--- src/rtl/spcr_pkg.sv ---
package spcr_pkg;

   // Frame geometry.
   localparam int FRAME_NIBBLES = 13;
   localparam int FRAME_BITS    = 52;
   localparam int BIT_COUNT_W   = 6;
   localparam int NIBBLE_IDX_W  = 4;
   localparam int DIGIT_COUNT   = 6;

   // Nibble positions inside the frame.
   localparam int SIGN_NIBBLE       = 4;
   localparam int FIRST_DIGIT       = 5;
   localparam int POINT_NIBBLE      = 11;
   localparam int UNIT_NIBBLE       = 12;
   localparam logic [3:0] SIGN_NEG  = 4'h8;

   // Register widths and reset values.
   localparam int MS_W   = 16;
   localparam int OVR_W  = 8;
   localparam int CSR_INDEX_W = 2;
   localparam int CSR_DATA_W  = 16;
   localparam logic [MS_W-1:0] IDLE_WAIT_RESET    = 16'd10;
   localparam logic [MS_W-1:0] TIMEOUT_RESET      = 16'd250;
   localparam logic [3:0]      POINT_EXPECT_RESET = 4'd2;

   // Register indexes.
   localparam logic [CSR_INDEX_W-1:0] CSR_IDLE_WAIT    = 2'd0;
   localparam logic [CSR_INDEX_W-1:0] CSR_TIMEOUT      = 2'd1;
   localparam logic [CSR_INDEX_W-1:0] CSR_POINT_EXPECT = 2'd2;

   // Input item kinds.
   localparam logic MODE_TICK = 1'b0;
   localparam logic MODE_EDGE = 1'b1;

   typedef enum logic [1:0] {
      PH_IDLE = 2'd0,
      PH_SEND = 2'd1,
      PH_WAIT = 2'd2
   } phase_type;

   typedef logic [FRAME_NIBBLES-1:0][3:0] frame_type;

   typedef struct packed {
      logic mode;
      logic data_bit;
   } req_payload_type;

   typedef struct packed {
      logic        request_active;
      logic        frame_done;
      logic        frame_error;
      logic        timed_out;
      logic        negative;
      logic [23:0] digit_nibbles;
      logic [3:0]  point_position;
      logic        unit_inch;
      logic [7:0]  overrun_count;
   } rsp_payload_type;

   // Control from the top level into the bit capture.
   typedef struct packed {
      logic bit_strobe;
      logic data_bit;
      logic clear;
   } capture_ctl_type;

   // Next-state view of the request sequencer for the current item.
   typedef struct packed {
      logic request_active;
      logic frame_done;
      logic timed_out;
      logic clear;
   } seq_status_type;

   // Fields decoded from a completed frame.
   typedef struct packed {
      logic        frame_error;
      logic        negative;
      logic [23:0] digit_nibbles;
      logic [3:0]  point_position;
      logic        unit_inch;
   } decode_type;

endpackage

--- src/rtl/spcr_capture.sv ---
module spcr_capture
   import spcr_pkg::*;
(
   input  logic            clock,
   input  logic            reset,
   input  capture_ctl_type ctl,
   output frame_type       frame,
   output logic            frame_full,
   output logic [OVR_W-1:0] overrun_next
);

   frame_type              nibble_ff, nibble_in;
   logic [BIT_COUNT_W-1:0] bit_count_ff, bit_count_in;
   logic [OVR_W-1:0]       overrun_ff, overrun_in;

   assign frame_full = (bit_count_ff >= BIT_COUNT_W'(FRAME_BITS));

   // Pack caliper bits LSB first; once the frame is full, count the extra beats.
   always_comb begin
      nibble_in    = nibble_ff;
      bit_count_in = bit_count_ff;
      overrun_in   = overrun_ff;
      if (ctl.clear) begin
         nibble_in    = '0;
         bit_count_in = '0;
      end else if (ctl.bit_strobe) begin
         if (frame_full) begin
            overrun_in = overrun_ff + OVR_W'(1);
         end else begin
            if (ctl.data_bit) begin
               nibble_in[bit_count_ff[BIT_COUNT_W-1:2]][bit_count_ff[1:0]] = 1'b1;
            end
            bit_count_in = bit_count_ff + BIT_COUNT_W'(1);
         end
      end
   end

   always_ff @(posedge clock) begin
      if (reset) begin
         nibble_ff    <= '0;
         bit_count_ff <= '0;
         overrun_ff   <= '0;
      end else begin
         nibble_ff    <= nibble_in;
         bit_count_ff <= bit_count_in;
         overrun_ff   <= overrun_in;
      end
   end

   assign frame        = nibble_ff;
   assign overrun_next = overrun_in;

endmodule

--- src/rtl/spcr_seq.sv ---
module spcr_seq
   import spcr_pkg::*;
(
   input  logic            clock,
   input  logic            reset,
   input  logic            tick,
   input  logic            frame_full,
   input  logic [MS_W-1:0] idle_wait_ms,
   input  logic [MS_W-1:0] timeout_ms,
   output seq_status_type  status
);

   phase_type       phase_ff, phase_in;
   logic [MS_W-1:0] ms_count_ff, ms_count_in;
   logic            req_line_ff, req_line_in;
   logic [MS_W-1:0] ms_next;

   assign ms_next = ms_count_ff + MS_W'(1);

   // Millisecond loop: idle wait, request and clear, then wait for a frame or the timeout.
   always_comb begin
      phase_in       = phase_ff;
      ms_count_in    = ms_count_ff;
      req_line_in    = req_line_ff;
      status.frame_done = 1'b0;
      status.timed_out  = 1'b0;
      status.clear      = 1'b0;
      if (tick) begin
         ms_count_in = ms_next;
         unique case (phase_ff)
            PH_SEND: begin
               status.clear = 1'b1;
               req_line_in  = 1'b1;
               phase_in     = PH_WAIT;
            end
            PH_WAIT: begin
               // A complete frame takes precedence over the timeout.
               if (frame_full) begin
                  req_line_in       = 1'b0;
                  status.frame_done = 1'b1;
                  phase_in          = PH_IDLE;
                  ms_count_in       = '0;
               end else if (ms_next > timeout_ms) begin
                  status.timed_out = 1'b1;
                  phase_in         = PH_IDLE;
                  ms_count_in      = '0;
               end
            end
            default: begin
               req_line_in = 1'b0;
               phase_in    = PH_IDLE;
               if (ms_next == idle_wait_ms) begin
                  phase_in    = PH_SEND;
                  ms_count_in = '0;
               end
            end
         endcase
      end
      status.request_active = req_line_in;
   end

   always_ff @(posedge clock) begin
      if (reset) begin
         phase_ff    <= PH_IDLE;
         ms_count_ff <= '0;
         req_line_ff <= 1'b0;
      end else begin
         phase_ff    <= phase_in;
         ms_count_ff <= ms_count_in;
         req_line_ff <= req_line_in;
      end
   end

endmodule

--- src/rtl/spcr_decode.sv ---
module spcr_decode
   import spcr_pkg::*;
(
   input  frame_type  frame,
   input  logic       frame_done,
   input  logic [3:0] expected_point,
   output decode_type fields
);

   logic [23:0] digits;

   // Six reading digits, the first one in the top nibble.
   always_comb begin
      for (int i = 0; i < DIGIT_COUNT; i++) begin
         digits[4*(DIGIT_COUNT-1-i) +: 4] = frame[FIRST_DIGIT + i];
      end
   end

   // Decoded fields show only with a completed frame.
   always_comb begin
      fields = '0;
      if (frame_done) begin
         fields.frame_error    = (frame[POINT_NIBBLE] != expected_point);
         fields.negative       = (frame[SIGN_NIBBLE] == SIGN_NEG);
         fields.digit_nibbles  = digits;
         fields.point_position = frame[POINT_NIBBLE];
         fields.unit_inch      = (frame[UNIT_NIBBLE] != 4'd0);
      end
   end

endmodule

--- src/rtl/caliper_spc_frame_reader.sv ---
// Reader for the 52-bit serial frame of a digital caliper. Each input beat is
// either a one-millisecond tick or a falling caliper clock edge with its data
// bit; every accepted beat yields exactly one result beat. A beat can be
// accepted in every cycle and its result is offered in the next cycle: the state
// update is a single pass of logic into the result register. A new beat enters
// in the same cycle that the previous result is taken; while a result is
// stalled, the input is stalled too.
// Configuration writes are accepted at any time but are meant for idle
// periods; indexes beyond the register list are ignored.
module caliper_spc_frame_reader
   import spcr_pkg::*;
(
   input  logic                   clock,
   input  logic                   reset,
   input  logic                   req_valid,
   output logic                   req_ready,
   input  req_payload_type        req_payload,
   output logic                   rsp_valid,
   input  logic                   rsp_ready,
   output rsp_payload_type        rsp_payload,
   input  logic                   csr_valid,
   output logic                   csr_ready,
   input  logic [CSR_INDEX_W-1:0] csr_index,
   input  logic [CSR_DATA_W-1:0]  csr_data
);

   logic [MS_W-1:0]  idle_wait_ff, idle_wait_in;
   logic [MS_W-1:0]  timeout_ff, timeout_in;
   logic [3:0]       point_expect_ff, point_expect_in;
   logic             rsp_valid_ff, rsp_valid_in;
   rsp_payload_type  rsp_payload_ff, rsp_payload_in;

   logic             accept;
   capture_ctl_type  cap_ctl;
   seq_status_type   seq_status;
   frame_type        frame;
   logic             frame_full;
   logic [OVR_W-1:0] overrun_next;
   decode_type       decoded;

   // Configuration registers.
   assign csr_ready = 1'b1;

   always_comb begin
      idle_wait_in    = idle_wait_ff;
      timeout_in      = timeout_ff;
      point_expect_in = point_expect_ff;
      if (csr_valid) begin
         unique case (csr_index)
            CSR_IDLE_WAIT:    idle_wait_in    = csr_data;
            CSR_TIMEOUT:      timeout_in      = csr_data;
            CSR_POINT_EXPECT: point_expect_in = csr_data[3:0];
            default: ;
         endcase
      end
   end

   always_ff @(posedge clock) begin
      if (reset) begin
         idle_wait_ff    <= IDLE_WAIT_RESET;
         timeout_ff      <= TIMEOUT_RESET;
         point_expect_ff <= POINT_EXPECT_RESET;
      end else begin
         idle_wait_ff    <= idle_wait_in;
         timeout_ff      <= timeout_in;
         point_expect_ff <= point_expect_in;
      end
   end

   // Input handshake: room in the result register or it empties this cycle.
   assign req_ready = !rsp_valid_ff || rsp_ready;
   assign accept    = req_valid && req_ready;

   spcr_seq u_seq (
      .clock        (clock),
      .reset        (reset),
      .tick         (accept && (req_payload.mode == MODE_TICK)),
      .frame_full   (frame_full),
      .idle_wait_ms (idle_wait_ff),
      .timeout_ms   (timeout_ff),
      .status       (seq_status)
   );

   assign cap_ctl.bit_strobe = accept && (req_payload.mode == MODE_EDGE);
   assign cap_ctl.data_bit   = req_payload.data_bit;
   assign cap_ctl.clear      = seq_status.clear;

   spcr_capture u_capture (
      .clock        (clock),
      .reset        (reset),
      .ctl          (cap_ctl),
      .frame        (frame),
      .frame_full   (frame_full),
      .overrun_next (overrun_next)
   );

   spcr_decode u_decode (
      .frame          (frame),
      .frame_done     (seq_status.frame_done),
      .expected_point (point_expect_ff),
      .fields         (decoded)
   );

   // Result register.
   always_comb begin
      rsp_payload_in.request_active = seq_status.request_active;
      rsp_payload_in.frame_done     = seq_status.frame_done;
      rsp_payload_in.frame_error    = decoded.frame_error;
      rsp_payload_in.timed_out      = seq_status.timed_out;
      rsp_payload_in.negative       = decoded.negative;
      rsp_payload_in.digit_nibbles  = decoded.digit_nibbles;
      rsp_payload_in.point_position = decoded.point_position;
      rsp_payload_in.unit_inch      = decoded.unit_inch;
      rsp_payload_in.overrun_count  = overrun_next;
      rsp_valid_in = rsp_valid_ff;
      if (accept) begin
         rsp_valid_in = 1'b1;
      end else if (rsp_ready) begin
         rsp_valid_in = 1'b0;
      end
   end

   always_ff @(posedge clock) begin
      if (reset) begin
         rsp_valid_ff <= 1'b0;
      end else begin
         rsp_valid_ff <= rsp_valid_in;
      end
   end

   always_ff @(posedge clock) begin
      if (accept) begin
         rsp_payload_ff <= rsp_payload_in;
      end
   end

   assign rsp_valid   = rsp_valid_ff;
   assign rsp_payload = rsp_payload_ff;

endmodule

--- config.mk ---
export PLATFORM = sky130hd
export DESIGN_NAME = caliper_spc_frame_reader
export DESIGN_NICKNAME = d
export VERILOG_FILES = /design/src/rtl/spcr_pkg.sv /design/src/rtl/spcr_capture.sv /design/src/rtl/spcr_seq.sv /design/src/rtl/spcr_decode.sv /design/src/rtl/caliper_spc_frame_reader.sv
export SDC_FILE = /design/constraint.sdc
export NUM_CORES = 1
export LEC_CHECK = 0
export ABC_CLOCK_PERIOD_IN_PS = 3960
export BUFFER_PORTS_ARGS = -buffer_cell sky130_fd_sc_hd__buf_2
export CAP_MARGIN = 40
export CORE_ASPECT_RATIO = 1.1
export CORE_MARGIN = 2
export CORE_UTILIZATION = 59
export DETAILED_ROUTE_END_ITERATION = 7
export PLACE_DENSITY_LB_ADDON = 0.08
export SETUP_SLACK_MARGIN = 0.3
export SLEW_MARGIN = 20
export SYNTH_ARGS = -nofsm -noshare
export SYNTH_HDL_FRONTEND = slang
export SYNTH_SLANG_ARGS = --single-unit
--- constraint.sdc ---
create_clock -name clock -period 3.96 [get_ports clock]
set_input_delay 0.396 -clock clock [delete_from_list [all_inputs] [get_ports clock]]
set_output_delay 0.396 -clock clock [all_outputs]
set_load 0.02 [all_outputs]
After elaboration in Yosys (flattened, before gate mapping)
Index checks and enable logic that the tools add are counted.
- mux-type cells: 26
- bitwise logic cells: 5
- equality and inequality tests: 8
- add/sub/neg operators: 3
- reduce and logical (&&, ||, !) cells: 18
- order comparisons: 6
- operators by type and width (operator ; number):
    52-bit bitwise OR ; 1
    16-bit 2-to-1 mux ; 3
    16-bit case mux with 2 select lines ; 1
    8-bit 2-to-1 mux ; 3
    16-bit by 1-bit adder with 16-bit output, second input constant ; 1
    4-bit demux with 4-bit select ; 1
    16-bit == test ; 1
    16-bit > comparator ; 1
    1-bit 2-to-1 mux ; 10
    2-bit AND reduction ; 5
    8-bit by 1-bit adder with 8-bit output, second input constant ; 1
    6-bit by 1-bit adder with 6-bit output, second input constant ; 1
    6-bit greater-or-equal comparator, second input constant ; 1
    2-bit 2-to-1 mux ; 3
    1-bit logical AND ; 5
    4-bit by 5-bit less-than comparator with 1-bit output, second input constant ; 1
    2-bit by 1-bit == test with 1-bit output, second input constant ; 2
    2-bit == test, second input constant ; 2
    4-bit == test, second input constant ; 1
    4-bit by 1-bit greater-or-equal comparator with 1-bit output, second input constant ; 1
    4-bit 2-to-1 mux ; 1
    4-bit != test ; 1
    1-bit NOT ; 4
    2-bit case mux with 2 select lines ; 1
    other kinds (14) ; 14
- output and inout port bits: 45
- input bits: 25
- flip-flop bits (word level): 164
- logic and storage cells: 97

Depth between registers and ports, before layout
Gate-level depths: netlist of the first run.
- word-level depth: 7
- depth in mapped cells: 15
- mapped depth without buffers: 13

Hierarchy
Synthesis of the first run repeated with hierarchy kept, for this count alone.
- cell total of the unflattened synthesis: 723
- area total of the unflattened synthesis: 7639.8 sq um
- modules (own cells, without submodules) (module ; cells each ; seq. area each (sq um) ; area each (sq um) ; instances):
    caliper_spc_frame_reader ; 195 ; 2001.9 ; 2825.2 ; 1
    spcr_capture ; 254 ; 1321.3 ; 2606.2 ; 1
    spcr_seq ; 235 ; 380.4 ; 1949.4 ; 1
    spcr_decode ; 39 ; 0.0 ; 259.0 ; 1

Worst setup path before layout of the first run
OpenSTA, ideal clock, no wires.
- path kind: register to register
- start point: reg rsp_valid_ff, in the netlist rsp_valid
- end point: reg u_seq.ms_count_ff[0]
- path buffers: 1
- library setup time: 0.070 ns
- required time: 3.890 ns
- path slack: 0.544 ns
- arrival time: 3.346 ns
- cell stages (with the launch flop): 8
- period minus slack after synthesis: 3.416 ns
- cell sequence: dfxtp_1 -> nor2b_1 -> nor2_1 -> nand2_1 -> nor2_1 -> clkbuf_1 -> o211ai_1 -> o21ai_1
- longest elaborated chain between the ends: 4
- ends and longest elaborated chain (element ; line ; text):
    from (decl) ; caliper_spc_frame_reader.sv:30 ; logic rsp_valid_ff, rsp_valid_in;
    from (signal assigned) ; caliper_spc_frame_reader.sv:127 ; rsp_valid_ff <= rsp_valid_in;
    1-bit zero test ; caliper_spc_frame_reader.sv:71 ; assign req_ready = !rsp_valid_ff || rsp_ready;
    1-bit logical OR ; caliper_spc_frame_reader.sv:71 ;
    1-bit logical AND ; caliper_spc_frame_reader.sv:72 ; assign accept = req_valid && req_ready;
    named net accept ; caliper_spc_frame_reader.sv:33 ; logic accept;
    1-bit logical AND ; caliper_spc_frame_reader.sv:77 ; .tick (accept && (req_payload.mode == MODE_TICK)),
    to (signal assigned) ; spcr_seq.sv:69 ; ms_count_ff <= ms_count_in;
    to (decl) ; spcr_seq.sv:14 ; logic [MS_W-1:0] ms_count_ff, ms_count_in;
The timed path passes the listed nets, and every way through them passes these cells.
A chain may end at the register's enable or synchronous reset.

Worst setup path after layout of the first run
- start point: reg u_seq.ms_count_ff[3]
- end point: reg u_seq.phase_ff[0]
- longest elaborated chain between the ends: 4
- elaborated cells on any way between the ends: 7
- classes of those cells: add/sub (1); order compare (1); eq/ne (2); mux (2); reduce/logical (1)
- ends and longest elaborated chain (element ; line ; text):
    16-bit by 1-bit adder with 16-bit output (*) ; spcr_seq.sv:18 ; assign ms_next = ms_count_ff + MS_W'(1);
    16-bit > comparator / 16-bit == test (equally long branches) ; spcr_seq.sv:43, spcr_seq.sv:52 ;
    3-bit by 2-bit != test with 1-bit output (no line) / 1-bit 2-to-1 mux (equally long branches) ; - ;
    2-bit AND reduction (no line) / 2-bit case mux with 2 select lines (equally long branches) ; - ;
    to (signal assigned) ; spcr_seq.sv:68 ; phase_ff <= phase_in;
    to (decl) ; spcr_seq.sv:13 ; phase_type phase_ff, phase_in;
Every way passes the cells marked *; elsewhere a longest branch is shown, timed or not.

==> results of run 1 <==
[synth_stat cells (all sizes together), types with 9 or more instances]
| cell type | count |
|---|---|
| a21oi | 70 |
| a41oi | 9 |
| and2 | 35 |
| buf | 9 |
| clkbuf | 33 |
| dfxtp | 106 |
| edfxtp | 42 |
| ha | 24 |
| inv | 29 |
| nand2 | 84 |
| nand3 | 14 |
| nand4 | 20 |
| nor2 | 77 |
| nor2b | 15 |
| o21ai | 11 |
| xnor2 | 28 |
| xor2 | 14 |
[final cells by class]
| class | count | area, um2 |
|---|---|---|
| multi-input cells | 502 | 3190 |
| flip-flops and latches | 148 | 3390 |
| repair buffers | 77 | 432 |
| fillers | 910 | 3500 |
| inverters | 29 | 109 |
| clock buffers | 19 | 454 |
| clock inverters | 13 | 120 |
| well taps | 150 | 188 |
[stage by stage]
step	hold slack, ns	std cells	total power, mW	worst slack [ns]	util [%]
after floorplan	0.428	721	1.78	0.544	-
after global placement	0.440	905	1.84	0.580	63.8
after detailed placement	0.446	906	1.85	0.403	64.0
after CTS	0.192	938	3.39	0.362	69.1
after global routing	0.200	938	3.48	0.321	69.2
final	0.199	938	3.38	0.471	69.2
[cells by family after synthesis]
kind of cell               share of synthesized area [%]
DFF                                                 49.4
xor gates and xnor gates                            6.73
muxes                                               1.37
buffers and inverters                               4.17
adders and majority gates                           4.39
and+or+nand+nor                                     23.0
other                                             0.0548
AOI/OAI and AO/OA                                   10.8
[sequential cells by signal (all words and copies together) (netlist names), 2 cells and up]
register                count
point_expect_ff             4
u_seq.phase_ff              2
u_capture.overrun_ff        8
idle_wait_ff               16
u_seq.ms_count_ff          16
timeout_ff                 16
rsp_payload                42
u_capture.frame            36
u_capture.bit_count_ff      6
[final timing paths]
check	to	slack, ns	cells after the start
setup / recovery	u_seq.phase_ff[0]	0.47	12
hold / removal	timeout_ff[6]	0.20	2
setup reg to reg	u_seq.phase_ff[0]	0.47	12
hold reg to reg	u_capture.frame[24]	0.46	2
[repair_timing]
item | 4_1_cts | 5_1_grt
setup endpoints to repair | 0 | 18
hold endpoints to repair | 0 | 0
resized for setup | 0 | 9
[where the power goes]
| part | internal (mW) | leakage, nW | switching [mW] |
|---|---|---|---|
| Combinational | 0.0710 | 1.68 | 0.132 |
| Sequential | 1.59 | 1.28 | 0.0188 |
| Clock | 0.908 | 0.285 | 0.652 |
| Total | 2.57 | 3.25 | 0.802 |
[metal layers]
layer  vias up  global-route usage [%]  routed length (um)
met5         -                       0                   0
met4         0                    11.6                 347
met1      2422                    28.9                6430
met2       147                    42.3                7170
li1       2611                       -                   -
met3        30                    4.93                 682
==> impl_metrics.csv, run 1 <==
group,metric,value,unit
routing,vias,5210,
sta,finClkSkew,0.00701,ns
floorplan,core_area,11400,um2
synthesis,ys_async_sr_fraction,0,%
routing,drc,0,
worst_setup_path,cpPeakStageDelay,0.49,ns
routing,drt_iter0_drc,299,
status,run_status,"completed",
finish,finalInstanceArea,7890,um2
global_route,antenna_found_initial,0,
global_route,grt_overflow,0,
synthesis,synth_seq_cells,148,
synthesis,syn_inst,721,
floorplan,num_rows,41,
floorplan,design.die.area,12500,um2
worst_setup_path,setup.worst_path.end_class,"flip-flop",
placed_design,place_congestion,0.897,
clock_network,cts-buffers-inserted,17,
worst_setup_path,timing.rr.start,"u_seq.ms_count_ff[3]",
finish,final_common_cell,"dfxtp_1",
floorplan,fp.dieW,107,um
finish,syn2layout_area_growth,15.2,%
routing,drt-vias-per-instance,5.55,
synthesis,syn-cell-area,6850,um2
routing,ant_nets,0,
placed_design,placed_area,7290,um2
clock_network,ctsLongestPathBuffers,2,
routing,first_pass_iters,4,
worst_setup_path,worstPathRequired,4.32,ns
worst_setup_path,critPathLaunch,"u_seq.ms_count_ff[3]",
routing,avgRoutedWirePerCell,15.6,um
sta,finalSetupTns,0,ns
sta,worst_pin_slew,0.768,ns
sta,drv_slew,0,
sta,rsz0062_at_grt,"false",
sta,maxSlewHeadroom,48.8,%
synthesis,yosysWarnings,0,
clock_network,clock_sinks,148,
placed_design,hpwl,10700,um
worst_setup_path,path_buf_inv,0,
power_and_ir_drop,total_leakage_power,3.25,nW
synthesis,synth-main-ff-cell,"dfxtp_1",
global_route,grt_max_degree,43,
worst_setup_path,worstSetupPathType,"reg -> reg",
finish,layout.nets,824,
power_and_ir_drop,ir_worst_vdd,0.315,mV
sta,hold_viol_final,0,
sta,fin_crit,3.49,ns
clock_network,cts_tree,"yes",
run,cap_violations,0,
synthesis,synth-edff-count,42,
clock_network,cts_root_buf,"clkbuf_16",
power_and_ir_drop,power.density,428,nW/um2
worst_setup_path,path_common_cell,"o21ai_0",
synthesis,avgSynthCellArea,9.49,um2
synthesis,yosysUniqueCellTypes,61,
sta,max_freq,287,MHz
worst_setup_path,crit_fanout,6,
worst_setup_path,crit_arrival,3.85,ns
placed_design,port_buffers,68,
floorplan,start_util,60.1,%
clock_network,clk_latency,0.43,ns
synthesis,synthTopCellsByArea,"dfxtp_1, edfxtp_1, a21oi_1",
routing,wirelength,14600,um
clock_network,ctsHoldBuffers,0,
global_route,grt_use_total,24.2,%
clock_network,clkTransAtPathRegs,0.06,ns
hold_path,hold_path.class,"in -> reg",
finish,final_cell_mix,"dfxtp_1, nand2_1, nor2_1, a21oi_1, buf_2",
hold_path,min-delay-start,"csr_data[6]",
clock_network,htreeDepth,4,
worst_setup_path,critPathTopFamily,"compound AO/OA/AOI/OAI gates",
floorplan,dieHeight,117,um
floorplan,num_io_pins,70,
synthesis,synth_top_cell_by_area,"dfxtp_1",
synthesis,synthesis.nets,770,
finish,diodes,0,
worst_setup_path,cp_slowest_cell,"dfxtp_1",
synthesis,yosysSeqAreaShare,49.4,%
sta,period_share,88.1,%
synthesis,yosysTopAreaCellShare,31.0,%
worst_setup_path,cp-start-kind,"flip-flop",
worst_setup_path,path_cells,"and4_2 -> nand2_1 -> and2_1 -> or2_2 -> ha_1 -> a21oi_1 -> o21ai_0 -> a221oi_1 -> a31oi_2 -> o21ai_0 -> mux2_2 -> nor2_1",
global_route,grt_pass1_wl,23500,um
sta,setup_viol,0,
finish,drive_gt1_share,16.8,%
global_route,grt_pass1_vias,4907,
clock_network,postCtsSetupBuffers,0,
Note: power is estimated with default switching activity, not from simulation.
==> inputs of run 2 (changes only) <==
ABC_CLOCK_PERIOD_IN_PS = 3700   (was 3960)
clock period = 3.7 ns   (was 3.96 ns; I/O delays follow)
==> run 2 against run 1 <==
Critical path depth grew 1. Combinational power grew 9%. Hold slack lost 0.015 ns. Sequential share of layout area shrank 0.69 points. Clock skew is essentially flat. Final cell count grew 1.1%. Wire length grew 4.2%. Largest cell class unchanged. Largest power group unchanged.
==> impl_metrics.csv, run 2 (synthesis results as in run 1) <==
group,metric,value,unit
power_and_ir_drop,clkPwrFrac,46.3,%
finish,largest_register_ffs,42,
routing,avgRoutedWirePerCell,16.1,um
power_and_ir_drop,ir_worst_vdd,0.281,mV
global_route,grt_pass1_vias,5054,
placed_design,placed_area,7320,um2
routing,drt_iter0_drc,380,
power_and_ir_drop,p_int,2.75,mW
routing,wirelength,15200,um
routing,drt-vias-per-instance,5.69,
power_and_ir_drop,total_leakage_power,3.31,nW
power_and_ir_drop,power.density,452,nW/um2
clock_network,cts-buffers-inserted,17,
finish,finalInstanceArea,8030,um2
sta,finClkSkew,0.00738,ns
worst_setup_path,worstSetupPathType,"reg -> reg",
floorplan,start_util,60.1,%
floorplan,dieHeight,117,um
sta,setup_viol,0,
routing,vias,5395,
global_route,grt_overflow,0,
finish,final_cell_mix,"dfxtp_1, nand2_1, nor2_1, a21oi_1, buf_2",
worst_setup_path,reg2reg_depth,13,
clock_network,ctsLongestPathBuffers,2,
routing,ant_nets,0,
worst_setup_path,worstPathRequired,4.05,ns
sta,worst_pin_slew,0.668,ns
power_and_ir_drop,switching_share,24.2,%
finish,diodes,0,
sta,maxSlewHeadroom,55.3,%
finish,layout.nets,834,
power_and_ir_drop,p_switching,878,uW
floorplan,num_rows,41,
routing,first_pass_iters,5,
finish,syn2layout_area_growth,17.3,%
sta,finalSetupTns,0,ns
worst_setup_path,crit_fanout,10,
global_route,antenna_found_initial,0,
clock_network,clk_latency,0.42,ns
hold_path,hold_path.class,"in -> reg",
clock_network,htreeDepth,4,
placed_design,preCtsSetupSlack,0.152,ns
global_route,grt_pass1_wl,24500,um
worst_setup_path,crit_arrival,3.65,ns
power_and_ir_drop,seqPwrFrac,47.6,%
sta,hold_viol_final,0,
sta,hold_ws,0.184,ns
sta,rsz0062_at_grt,"true",
global_route,grt_use_total,25.3,%
power_and_ir_drop,power.total,3.63,mW
run,cap_violations,0,
sta,fin_ws,0.403,ns
power_and_ir_drop,pwr-share-comb,6.1,%
sta,fin_crit,3.30,ns
sta,period_share,89.1,%
finish,drive_gt1_share,18.7,%
floorplan,fp.dieW,107,um
placed_design,place_congestion,0.904,
sta,drv_slew,0,
routing,drc,0,
finish,final_common_cell,"dfxtp_1",
worst_setup_path,setup.worst_path.end_class,"flip-flop",
clock_network,clkTransAtPathRegs,0.06,ns
placed_design,port_buffers,68,
worst_setup_path,cp-start-kind,"flip-flop",
global_route,grt_max_degree,53,
floorplan,num_io_pins,70,
sta,max_freq,303,MHz
status,run_status,"completed",
floorplan,core_area,11400,um2
clock_network,clock_sinks,148,
clock_network,cts_root_buf,"clkbuf_16",
floorplan,design.die.area,12500,um2
placed_design,hpwl,10800,um
clock_network,cts_tree,"yes",
hold_path,min_path_cells,2,
==> run 2: cell types whose count changed in the layout (fill, tap and decap cells not counted), sizes merged <==
cell      change
buf           +9
clkinv        -2
clkbuf        +1
clkinvlp      +1
inv           +1
==> run 2: worst paths after layout <==
check,to,slack (ns),start
min,timeout_ff[1],0.18,csr_data[1]
max,u_seq.ms_count_ff[8],0.40,u_seq.ms_count_ff[0]
max reg2reg,u_seq.ms_count_ff[8],0.40,u_seq.ms_count_ff[0]
min reg2reg,timeout_ff[13],0.46,timeout_ff[13]
==> run 2: metrics by stage <==
step                cells  utilization, %
CTS                   944            69.5
global placement      912            64.2
global route          948            70.5
finish                948            70.5
detailed placement    912            64.2
floorplan             721               -
==> run 2: power by group through the flow <==
stage | combinational, mW | sequential [mW] | clock (mW)
floorplan | 0.113 | 1.79 | 0
global placement | 0.209 | 1.76 | 0
detailed placement | 0.215 | 1.76 | 0
CTS | 0.217 | 1.73 | 1.70
global route | 0.243 | 1.73 | 1.78
finish | 0.221 | 1.73 | 1.68
==> run 2: timing repair <==
item / in CTS / in global routing
pin swaps: 0 / 1
setup buffers: 0 / 1
gates cloned: 0 / 1
hold buffers: 0 / 0
resized for setup: 3 / 20
endpoints found under the setup margin: 18 / 18
==> run 2: critical path, cell delays in order, from the launching register on <==
cell	delay, ns
dfxtp_2	0.45
and4_1	0.27
nand2_1	0.10
and2_1	0.19
or2_2	0.30
ha_1	0.30
a21oi_1	0.14
o21ai_0	0.19
a221oi_2	0.36
a31oi_4	0.17
o21ai_2	0.20
clkbuf_4	0.25
a41oi_1	0.14
a31oi_1	0.15
==> run 2: layout make-up <==
type	count	area (um2)
flip-flops and latches	148	3400
fillers	892	3360
multi-input cells	502	3250
repair buffers	87	503
clock buffers	19	443
well taps	150	188
clock inverters	13	143
inverters	29	109
==> run 2: layer usage <==
layer | global-route usage, % | up-vias | part of all wire (%)
met4 | 12.5 | 0 | 2.7
met2 | 43.4 | 189 | 50
met3 | 4.49 | 36 | 4.9
met1 | 31.1 | 2529 | 43
li1 | - | 2641 | -
met5 | 0 | - | 0
